**config.mk**
```make
export PLATFORM = sky130hd
export DESIGN_NAME = bsl_cell
export DESIGN_NICKNAME = d
export VERILOG_FILES = /design/src/rtl/core/bsl_pkg.sv /design/src/rtl/core/bsl_cell.sv
export SDC_FILE = /design/constraint.sdc
export NUM_CORES = 1
export LEC_CHECK = 0
export BUFFER_PORTS_ARGS = -buffer_cell sky130_fd_sc_hd__buf_2
export CAP_MARGIN = 20
export CORE_MARGIN = 8
export CORE_UTILIZATION = 48
export CTS_BUF_LIST = sky130_fd_sc_hd__clkbuf_4 sky130_fd_sc_hd__clkbuf_8
export DETAILED_ROUTE_END_ITERATION = 10
export PLACE_DENSITY = 0.82
export SLEW_MARGIN = 20
export SYNTH_ARGS = -nofsm -noshare
export SYNTH_HDL_FRONTEND = slang
export SYNTH_SLANG_ARGS = --single-unit
```
**constraint.sdc**
```tcl
create_clock -name clk -period 4.4 [get_ports clk]
set_clock_uncertainty 0.2 [all_clocks]
set_input_delay 1.1 -clock clk [delete_from_list [all_inputs] [get_ports clk]]
set_output_delay 1.1 -clock clk [all_outputs]
set_load 0.02 [all_outputs]
```
**src/rtl/core/bsl_pkg.sv**
```systemverilog
// Shared types and constants of the bounded sorted list block.
// Used by the channel interfaces, the cell, the top level and the checker.
package bsl_pkg;

  localparam int DEPTH_DEF = 16;
  localparam int DATA_W    = 32;
  localparam int ACT_W     = 2;
  localparam int POS_W     = 5;
  localparam int STAT_W    = 2;
  localparam int CNT_W     = 5;
  localparam int CAP_W     = 5;
  localparam logic [CAP_W-1:0] CAP_RST = 5'd16;

  typedef enum logic [ACT_W-1:0] {
    ACT_APPEND  = 2'd0,
    ACT_AT_POS  = 2'd1,
    ACT_ORDERED = 2'd2,
    ACT_DUMP    = 2'd3
  } bsl_action_t;

  typedef enum logic [STAT_W-1:0] {
    ST_OK     = 2'd0,
    ST_FULL   = 2'd1,
    ST_BADPOS = 2'd2,
    ST_RSVD   = 2'd3
  } bsl_status_t;

  // Broadcast from the controller to every cell.
  typedef struct packed {
    logic              we;
    logic              ordered;
    logic [DATA_W-1:0] value;
  } bsl_bcast_t;

  // Per-cell select bits.
  typedef struct packed {
    logic valid;  // cell holds a stored entry
    logic tgt;    // cell sits at the explicit target index
  } bsl_sel_t;

endpackage

```
**src/rtl/core/bsl_cell.sv**
```systemverilog
// One storage cell of the list chain: holds an entry, compares it against the
// broadcast value and shifts in its lower neighbor's entry. Depends on bsl_pkg.
module bsl_cell
  import bsl_pkg::*;
(
  input  logic              clk,
  input  bsl_bcast_t        bc,
  input  bsl_sel_t          sel,
  input  logic [DATA_W-1:0] prev_entry,
  input  logic              found_in,
  output logic [DATA_W-1:0] entry,
  output logic              found_out
);

  logic [DATA_W-1:0] entry_r;
  logic [DATA_W-1:0] entry_nxt;
  logic              not_less;
  logic              here;

  // Ordered insert lands before the first stored entry not smaller than value.
  assign not_less  = !($signed(bc.value) > $signed(entry_r));
  assign here      = bc.ordered ? ((sel.valid && not_less) || sel.tgt) : sel.tgt;
  assign found_out = found_in || here;

  always_comb begin
    entry_nxt = entry_r;
    if (bc.we) begin
      if (found_in) begin
        entry_nxt = prev_entry;     // shift up one place
      end else if (here) begin
        entry_nxt = bc.value;       // drop the new value in
      end
    end
  end

  always_ff @(posedge clk) begin
    entry_r <= entry_nxt;
  end

  assign entry = entry_r;

endmodule

```
==> reports/qor.csv, run 1 <==
stage,metric,value,unit
outcome,outcome,"finished, final reports clean",
detailed_routing,final wirelength,5590,um
clock_tree,Root Driver,clkbuf_8,
detailed_routing,M1 WL,2260,um
clock_tree,PostCTS Resize Cnt,0,
clock_tree,CTS Buf Count,5,
synthesis,largest area contributor in the netlist,edfxtp_1,
power_and_ir_drop,internal power,0.682,mW
final_layout,Layout area overhead,31.5,%
power_and_ir_drop,Lkg Pwr,1.44,nW
sta,worst slew pin tran,0.554,ns
die,Die ar.,7040,um2
clock_tree,post-CTS setup buffers,0,
detailed_routing,drt first pass iters,5,
clock_tree,Worst-Skew Late Latency,0.28,ns
synthesis,Mapped Avg Cell Area,11.6,um2
sta,final hold viol count,0,
worst_hold_path,Hold Crit Class,in2reg,
detailed_routing,antenna-violating nets left,0,
critical_path,R2R setup slack,1.57,ns
die,core box area,4410,um2
critical_path,Worst R2R Path Depth,9,
die,initial core utilization,50.2,%
clock_tree,CTS H-tree depth,2,
global_routing,remaining global-route overflow,0,
detailed_routing,DR WL met3,444,um
synthesis,Yosys warnings,0,
die,Top Ports,103,
die,# rows,24,
detailed_routing,routed length per placed instance,15.8,um
placed_design,GPL Wtd Cong,0.788,
die,Chip Height,83.9,um
global_routing,vias in the first global route,1997,
final_layout,"commonest cells after routing, fill and taps aside","buf_2 (102), inv_1 (32), ha_1 (32), edfxtp_1 (32), mux2_2 (31)",
sta,Max Fclk,235,MHz
critical_path,Setup crit end kind,output pin,
synthesis,Synth Cell Area,2210,um2
sta,relative slew slack,63.1,%
synthesis,register area share after synthesis,43.4,%
sta,setup TNS,0,ns
detailed_routing,# DRC,0,
detailed_routing,drt initial violations,67,
synthesis,cells after synthesis,191,
synthesis,Synth top area share,43.4,%
final_layout,layout cells sized above 1,48.5,%
critical_path,crit-path max cell delay,0.37,ns
critical_path,"Data required, critical path",3.10,ns
clock_tree,# hold bufs at CTS,0,
run,Max Cap Viol,0,
power_and_ir_drop,combinational power share,30.9,%
power_and_ir_drop,power per cell area,338,nW/um2
detailed_routing,via/cell ratio,5.25,
sta,# setup viols final,0,
critical_path,Setup crit start,bc[31],
clock_tree,"CTS clk-pin slew, worst paths",0.07,ns
final_layout,Largest register FFs,32,
critical_path,Worst Setup EP,found_out,
detailed_routing,Vias,1854,
clock_tree,CTS tree,built,
sta,max-slew violations,0,
critical_path,Max Fanout on Critical Path,6,
global_routing,All-Layer GR Usage,15.7,%
critical_path,Setup CP Type,in2out,
synthesis,largest cells by area after synthesis,"edfxtp_1 (43%), ha_1 (18%), mux2_2 (16%)",
clock_tree,Sink Count,32,
synthesis,Netlist cell types,29,
power_and_ir_drop,worst vdd ir,0.235,mV
sta,RSZ-0062 raised after global routing,no,
sta,period utilisation layout,96.6,%
critical_path,worst-path cell chain,buf_2 -> ha_1 -> nand4_2 -> nor3_1 -> a221o_1 -> or3_4 -> nor3b_1 -> nor3_1 -> buf_2,
power_and_ir_drop,sw frac,30.8,%
final_layout,Ant. Diodes,0,
power_and_ir_drop,Reg power frac,41.3,%
die,die width,83.9,um
placed_design,Port Buf Inserts,102,
final_layout,"most common cell after layout, fill and taps aside",buf_2,
sta,minimum hold slack,0.909,ns
synthesis,post-synthesis register bit count,32,
global_routing,largest net degree at the start of global routing,26,
synthesis,syn_nets,293,
detailed_routing,Max Used Layer,met4,
critical_path,CP Data Arrival Time,2.95,ns
critical_path,Critical Path Source Type,input port,
final_layout,nets,402,
critical_path,r2r endpoint,entry[20],
clock_tree,clk buf depth,2,
sta,Final min period,4.25,ns
global_routing,antenna violations before repair,0,
critical_path,reg2reg start,entry[30],
critical_path,slowest CP cell,ha_1,
power_and_ir_drop,switching power,0.303,mW
detailed_routing,met2 WL,2790,um
placed_design,Post-DP HPWL,4590,um
global_routing,first-pass GRT wire length,9090,um
final_layout,fillers,386,
power_and_ir_drop,power share of the clock group,27.8,%
## power by group through the flow
stage	Combinational, mW	Clock (mW)	Sequential, mW
2_1_floorplan	0.141	0	0.464
6_report	0.305	0.274	0.407
3_3_place_gp	0.299	0	0.411
4_1_cts	0.309	0.282	0.406
5_1_grt	0.339	0.294	0.412
3_5_place_dp	0.306	0	0.413
## metal layers
layer / track usage (%) / up-vias
met2: 27.4 / 65
met5: 0 / -
li1: - / 928
met1: 16.3 / 854
met4: 5.97 / 0
met3: 6.64 / 7
## cell type report
cell class	count	area (um2)	area share, %
Multi-Input combinational cell	123	1120	38.4
Sequential cell	32	961	33.0
Timing Repair Buffer	106	541	18.6
Inverter	32	120	4.13
Clock buffer	5	68.8	2.36
Tap cell	52	65.1	2.23
Clock inverter	3	37.5	1.29
## stage by stage
| step | utilization [%] | cell area [um2] | std cells | power (mW) | setup slack (ns) |
|---|---|---|---|---|---|
| after floorplan | - | 2210 | 191 | 0.605 | 0.346 |
| after CTS | 66.0 | 2910 | 353 | 0.998 | 0.156 |
| after global placement | 63.5 | 2810 | 345 | 0.710 | 0.157 |
| after global routing | 66.0 | 2910 | 353 | 1.05 | 0.0217 |
| after detailed placement | 63.5 | 2810 | 345 | 0.719 | 0.141 |
| final | 66.0 | 2910 | 353 | 0.985 | 0.148 |
## worst max-delay path, delay by kind of cell
kind                     cells  cell delay, ns
AND/OR/NAND/NOR              5            0.88
AO/OA/AOI/OAI                1            0.33
adder cells (fa/ha/maj)      1            0.37
buffers and inverters        2            0.27
## how the worst min path moves through the flow
stage,startpoint,end,cells past startpoint
2_1_floorplan,prev_entry[0],entry[0],2
3_3_place_gp,entry[15],entry[31],6
3_5_place_dp,entry[15],entry[31],6
4_1_cts,prev_entry[11],entry[11],2
5_1_grt,prev_entry[10],entry[10],2
6_report,prev_entry[0],entry[0],3
## cell families after synthesis
group,after synthesis,share of synthesized area (%)
multiplexers,31,15.8
AND/OR/NAND/NOR,32,8.70
flip-flops,32,43.4
adder cells (fa/ha/maj),32,18.1
buffers and inverters,36,6.10
AO/OA/AOI/OAI,28,7.97
## Yosys cell counts, drive strengths merged
library cell and n:
nand3 7, nor2 2, a221o 1, and3 1
a21oi 13, a211o 1, o31ai 1, o21ai 3
o311ai 1, a21o 3, nand4b 2, nor4 1
inv 32, a21boi 2, a211oi 1, a311oi 1
clkbuf 4, nand2 4, nor3 3, nand4 8
nand3b 1, mux2 31, ha 32, nor2b 1
or3 1, edfxtp 32, o211ai 1, nor3b 1
Power figures use the tool's default switching activity.
==> run 2: changes to the inputs <==
Settings changed: CORE_MARGIN 8 to unset.
==> reports/qor.csv, run 2 (synthesis results as in run 1) <==
stage,metric,value,unit,change
outcome,outcome,"finished, final reports clean",,
clock_tree,# hold bufs at CTS,0,,unchanged
final_layout,Largest register FFs,32,,unchanged
global_routing,first-pass GRT wire length,7730,um,-15%
clock_tree,CTS H-tree depth,2,,unchanged
critical_path,Critical Path Source Type,input port,,
placed_design,Port Buf Inserts,102,,unchanged
sta,final hold viol count,0,,unchanged
final_layout,fillers,343,,-11%
global_routing,largest net degree at the start of global routing,35,,+35%
sta,# setup viols final,0,,unchanged
worst_hold_path,Hold Crit Class,in2reg,,
critical_path,Setup CP Type,in2out,,
final_layout,"most common cell after layout, fill and taps aside",buf_2,,
global_routing,antenna violations before repair,0,,unchanged
die,die width,69.9,um,-17%
die,Die ar.,4890,um2,-31%
die,Top Ports,103,,unchanged
final_layout,nets,401,,-0.25%
critical_path,Setup crit end kind,output pin,,
critical_path,Max Fanout on Critical Path,6,,unchanged
power_and_ir_drop,worst vdd ir,0.182,mV,-23%
clock_tree,clk buf depth,2,,unchanged
clock_tree,Sink Count,32,,unchanged
placed_design,Post-DP HPWL,3630,um,-21%
sta,worst slew pin tran,0.508,ns,-0.0458 ns
final_layout,"commonest cells after routing, fill and taps aside","buf_2 (102), inv_1 (32), ha_1 (32), edfxtp_1 (32), mux2_2 (31)",,
sta,max-slew violations,0,,unchanged
detailed_routing,drt first pass iters,4,,-1
power_and_ir_drop,Lkg Pwr,1.44,nW,-0.20%
sta,relative slew slack,65.7,%,+2.6 points
clock_tree,"CTS clk-pin slew, worst paths",0.06,ns,about the same
sta,Final min period,4.23,ns,-0.0233 ns
final_layout,Layout Cells excl Fill,352,,-0.28%
die,Chip Height,69.9,um,-17%
final_layout,Layout area overhead,31.1,%,
global_routing,remaining global-route overflow,0,,unchanged
die,initial core utilization,50.5,%,+0.34 points
placed_design,cell area after placement,2820,um2,+0.36%
sta,minimum hold slack,0.910,ns,+0.000376 ns
detailed_routing,Vias,1816,,-2.0%
sta,period utilisation layout,96.1,%,-0.53 points
placed_design,Cells after DPL,344,,-0.29%
final_layout,Ant. Diodes,0,,unchanged
detailed_routing,routed length per placed instance,12.9,um,-18%
sta,Max Fclk,236,MHz,+0.55%
detailed_routing,final wirelength,4550,um,-19%
global_routing,All-Layer GR Usage,20.1,%,+4.4 points
clock_tree,Worst-Skew Late Latency,0.28,ns,about the same
placed_design,GPL Wtd Cong,0.792,,+0.42%
clock_tree,CTS Buf Count,5,,unchanged
detailed_routing,via/cell ratio,5.16,,-1.8%
detailed_routing,drt initial violations,65,,-3.0%
run,Max Cap Viol,0,,unchanged
clock_tree,Root Driver,clkbuf_8,,
detailed_routing,# DRC,0,,unchanged
clock_tree,PostCTS Resize Cnt,0,,unchanged
clock_tree,CTS tree,built,,
final_layout,layout cells sized above 1,49.0,%,+0.50 points
final_layout,cell area after layout,2900,um2,-0.30%
sta,RSZ-0062 raised after global routing,no,,
detailed_routing,antenna-violating nets left,0,,unchanged
global_routing,vias in the first global route,1787,,-11%
clock_tree,post-CTS setup buffers,0,,unchanged
critical_path,"Data required, critical path",3.10,ns,about the same
critical_path,CP Data Arrival Time,2.93,ns,-0.02 ns
die,# rows,24,,unchanged
power_and_ir_drop,power per cell area,321,nW/um2,-5.1%
die,core box area,4380,um2,-0.68%
sta,setup TNS,0,ns,unchanged
==> run 2: report_power, final <==
| part | switching, mW | internal, mW | total, mW |
|---|---|---|---|
| Clock | 0.102 | 0.122 | 0.225 |
| Combinational | 0.172 | 0.130 | 0.301 |
| Sequential | 0.0172 | 0.389 | 0.407 |
| Total | 0.291 | 0.641 | 0.933 |
==> run 2: cell type report <==
type,instances,area (um2),share of cell area (%)
Multi-Input combinational cell,123,1120,38.7
Sequential cell,32,961,33.1
Timing Repair Buffer,105,546,18.8
Inverter,32,120,4.14
Clock buffer,7,83.8,2.89
Tap cell,52,65.1,2.24
Clock inverter,1,3.75,0.129
==> run 2: per-layer routing <==
layer / global-route usage (%) / wire (um)
met5: 0 / 0
met3: 4.91 / 300
met1: 25.8 / 2010
met2: 32.4 / 2140
met4: 8.89 / 104
==> run 2: path summary, 6_finish.rpt <==
path,from,end,slack (ns),cells after the start
setup / recovery,bc[31],found_out,0.17,9
hold / removal,prev_entry[0],entry[0],0.91,3
setup reg to reg,entry[19],entry[27],1.54,9
hold reg to reg,entry[15],entry[22],1.13,5
==> run 2: critical path: stages <==
cell     delay (ns)
buf_2          0.11
ha_1           0.37
nand4_2        0.16
nor3_1         0.06
a221o_1        0.34
or3_4          0.35
nor3b_1        0.20
nor3_1         0.08
buf_2          0.16
==> run 2: per-stage QoR <==
stage	total power [mW]	worst slack [ns]	util [%]
2_1_floorplan	0.605	0.346	-
3_3_place_gp	0.708	0.220	64.2
3_5_place_dp	0.716	0.170	64.2
4_1_cts	0.946	0.171	66.2
5_1_grt	0.994	0.0375	66.2
6_report	0.933	0.171	66.2
==> run 3: changes to the inputs <==
Settings changed: ABC_AREA set to 1, CORE_UTILIZATION 48 to 44, PLACE_DENSITY 0.82 to 0.79, SKIP_CTS_REPAIR_TIMING set to 1.
Clock period 4.4 ns to 3.5 ns, I/O delays scaled along.
==> reports/qor.csv, run 3 <==
stage,metric,value,unit,change
outcome,outcome,"finished, final reports clean",,
sta,setup ws final,0.106,ns,-0.0656 ns
final_layout,Sequential Area,961,um2,unchanged
worst_hold_path,Hold Crit Class,in2reg,,
power_and_ir_drop,power per cell area,333,nW/um2,+3.8%
synthesis,Synth top area share,41.9,%,-1.4 points
critical_path,reg2reg start,entry[31],,
synthesis,cells after synthesis,288,,+51%
global_routing,largest net degree at the start of global routing,35,,unchanged
power_and_ir_drop,Reg power frac,46.1,%,+2.5 points
synthesis,Mapped Avg Cell Area,7.95,um2,-31%
detailed_routing,antenna-violating nets left,0,,unchanged
synthesis,main combinational cell family by area after synthesis,simple AND/OR/NAND/NOR gates,,
global_routing,first-pass GRT wire length,8100,um,+4.7%
die,Top Ports,103,,unchanged
critical_path,crit-path most repeated cell,nand2_1,,
critical_path,Worst Setup EP,found_out,,
clock_tree,CTS tree,built,,
power_and_ir_drop,worst vdd ir,0.211,mV,+16%
global_routing,antenna violations before repair,0,,unchanged
detailed_routing,drt first pass iters,4,,unchanged
critical_path,Max Fanout on Critical Path,2,,-4
die,core box area,4880,um2,+11%
final_layout,nets,496,,+24%
final_layout,fillers,444,,+29%
final_layout,"commonest cells after routing, fill and taps aside","nand2_1 (128), buf_2 (101), inv_1 (39), edfxtp_1 (32), ha_1 (28)",,
clock_tree,"CTS clk-pin slew, worst paths",0.07,ns,about the same
critical_path,worst-path cell chain,buf_2 -> ha_1 -> a21oi_2 -> o21a_1 -> nand2_1 -> a21oi_2 -> nand2_1 -> nand2_1 -> nand3_2 -> nand2_4 -> nand2_2 -> buf_6,,
detailed_routing,final wirelength,5230,um,+15%
sta,relative slew slack,35.5,%,-30 points
synthesis,most instantiated cells after synthesis,"nand2_1 (132), inv_1 (39), edfxtp_1 (32), ha_1 (32), a21oi_1 (13)",,
power_and_ir_drop,Lkg Pwr,1.70,nW,+18%
run,Max Cap Viol,0,,unchanged
sta,# setup viols final,0,,unchanged
critical_path,Setup crit end kind,output pin,,
power_and_ir_drop,switching power,0.313,mW,+7.3%
critical_path,slowest CP cell,ha_1,,
clock_tree,Worst-Skew Late Latency,0.28,ns,about the same
detailed_routing,via/cell ratio,4.59,,-11%
synthesis,Compound-Gate Fraction of Synth Area,5.30,%,-2.7 points
final_layout,Ant. Diodes,0,,unchanged
synthesis,Synth Area in XOR/XNOR,0,%,unchanged
final_layout,Largest register FFs,32,,unchanged
clock_tree,CTS Buf Count,5,,unchanged
placed_design,GPL Wtd Cong,0.726,,-8.3%
critical_path,R2R setup slack,0.95,ns,-0.59 ns
global_routing,remaining global-route overflow,0,,unchanged
synthesis,Post-synth ARST share,0,%,unchanged
synthesis,simple-gate share of the synthesized area,26.9,%,+18 points
detailed_routing,routed length per placed instance,11.4,um,-12%
sta,max-slew violations,0,,unchanged
critical_path,crit-path max cell delay,0.32,ns,-0.05 ns
synthesis,largest area contributor in the netlist,edfxtp_1,,
sta,Final min period,3.39,ns,
critical_path,CP Data Arrival Time,2.32,ns,-0.61 ns
synthesis,Yosys warnings,0,,unchanged
critical_path,Setup CP Type,in2out,,
detailed_routing,# DRC,0,,unchanged
detailed_routing,drt initial violations,73,,+12%
critical_path,Critical Path Source Type,input port,,
synthesis,largest cells by area after synthesis,"edfxtp_1 (42%), nand2_1 (22%), ha_1 (17%)",,
synthesis,mux share of post-synthesis cell area,0,%,-16 points
power_and_ir_drop,internal power,0.707,mW,+10%
synthesis,post-synthesis adder-cell area fraction,17.5,%,-0.60 points
clock_tree,CTS H-tree depth,2,,unchanged
die,Die ar.,5500,um2,+12%
synthesis,syn_nets,390,,+33%
synthesis,number of synthesized flops with an enable pin,32,,unchanged
sta,worst slew pin tran,0.966,ns,+0.458 ns
die,# rows,25,,+4.2%
sta,period utilisation layout,97.0,%,
synthesis,ys flop type,edfxtp_1,,
final_layout,Final Util,62.7,%,-3.5 points
power_and_ir_drop,total chip power,1.02,mW,+9.3%
die,initial core utilization,46.9,%,-3.6 points
sta,final hold viol count,0,,unchanged
final_layout,"most common cell after layout, fill and taps aside",nand2_1,,
die,die width,74.2,um,+6.0%
final_layout,layout cells sized above 1,35.7,%,-13 points
critical_path,Setup crit start,bc[21],,
power_and_ir_drop,combinational power share,29.1,%,-3.2 points
clock_tree,Root Driver,clkbuf_8,,
synthesis,Synth Cell Area,2290,um2,+3.4%
final_layout,area of the multi-input gates,1230,um2,+9.8%
synthesis,register area share after synthesis,41.9,%,-1.4 points
placed_design,Place WS,0.0188,ns,-0.152 ns
placed_design,cell area after placement,2890,um2,+2.6%
synthesis,Netlist cell types,20,,-31%
critical_path,r2r endpoint,entry[6],,
detailed_routing,Vias,2105,,+16%
final_layout,cell area after layout,3060,um2,+5.4%
clock_tree,clk buf depth,2,,unchanged
critical_path,"Data required, critical path",2.42,ns,-0.68 ns
synthesis,top-count cell post-synth,nand2_1,,
global_routing,vias in the first global route,1923,,+7.6%
synthesis,post-synthesis register bit count,32,,unchanged
global_routing,All-Layer GR Usage,19.4,%,-0.79 points
placed_design,Port Buf Inserts,102,,unchanged
critical_path,Worst R2R Path Depth,14,,+5
sta,Max Fclk,295,MHz,
placed_design,Post-DP HPWL,4000,um,+10%
clock_tree,Sink Count,32,,unchanged
power_and_ir_drop,power share of the clock group,24.8,%,+0.7 points
die,Chip Height,74.2,um,+6.0%
power_and_ir_drop,sw frac,30.7,%,-0.58 points
final_layout,Layout area overhead,33.5,%,
==> run 3: cell count changes in the layout (fill, tap and decap cells not counted), sizes merged, moves of 3 or more <==
cell	before	now
nor3	3	0
nor2	2	11
nand4	8	2
nand2	4	136
nand3	7	3
mux2	31	0
inv	32	43
==> run 3: logic make-up (layout without fill, tap and decap cells) <==
group | count (synthesis) | count (layout)
flip-flops | 32 | 32
buffers and inverters | 51 | 155
AO/OA/AOI/OAI | 21 | 21
AND/OR/NAND/NOR | 152 | 152
adder cells (fa/ha/maj) | 32 | 32
==> run 3: per-layer routing <==
metal	global-route usage (%)	up-vias	part of all wire, %	routed length, um
met5	0	-	0	0
li1	-	1114	-	-
met3	4.74	4	5.3	278
met4	5.34	0	0.92	48
met2	32.7	67	47	2470
met1	24.7	920	47	2430
==> run 3: through the flow <==
stage,std cells,hold WS [ns],TNS [ns]
5_1_grt,459,0.657,-0.00125
3_3_place_gp,453,0.944,0
3_5_place_dp,453,0.948,0
2_1_floorplan,288,0.854,0
4_1_cts,458,0.656,0
6_report,459,0.661,0
==> run 3: layout make-up <==
type	count	area share (%)
inverters	44	5.40
flip-flops and latches	32	31.4
clock buffers	5	2.25
well taps	67	2.74
repair buffers	106	17.9
multi-input cells	205	40.3
==> run 3: power groups by stage <==
stage,sequential [mW],combinational [mW],clock (mW)
2_1_floorplan,0.512,0.138,0
3_3_place_gp,0.477,0.270,0
3_5_place_dp,0.478,0.277,0
4_1_cts,0.470,0.279,0.260
5_1_grt,0.473,0.336,0.275
6_report,0.470,0.297,0.253
==> run 3: worst min path at each step <==
stage	from	end	slack [ns]	cells after the start
after CTS	prev_entry[23]	entry[23]	0.66	3
after floorplan	bc[10]	entry[10]	0.85	2
after global routing	prev_entry[24]	entry[24]	0.66	3
after detailed placement	prev_entry[23]	entry[23]	0.95	3
after global placement	prev_entry[13]	entry[13]	0.94	3
final	prev_entry[21]	entry[21]	0.66	3
==> run 3: critical path, delay by kind of cell <==
| kind | cells | cell delay [ns] |
|---|---|---|
| buffers and inverters | 2 | 0.26 |
| AND/OR/NAND/NOR | 6 | 0.45 |
| adder cells (fa/ha/maj) | 1 | 0.32 |
| AO/OA/AOI/OAI | 3 | 0.42 |
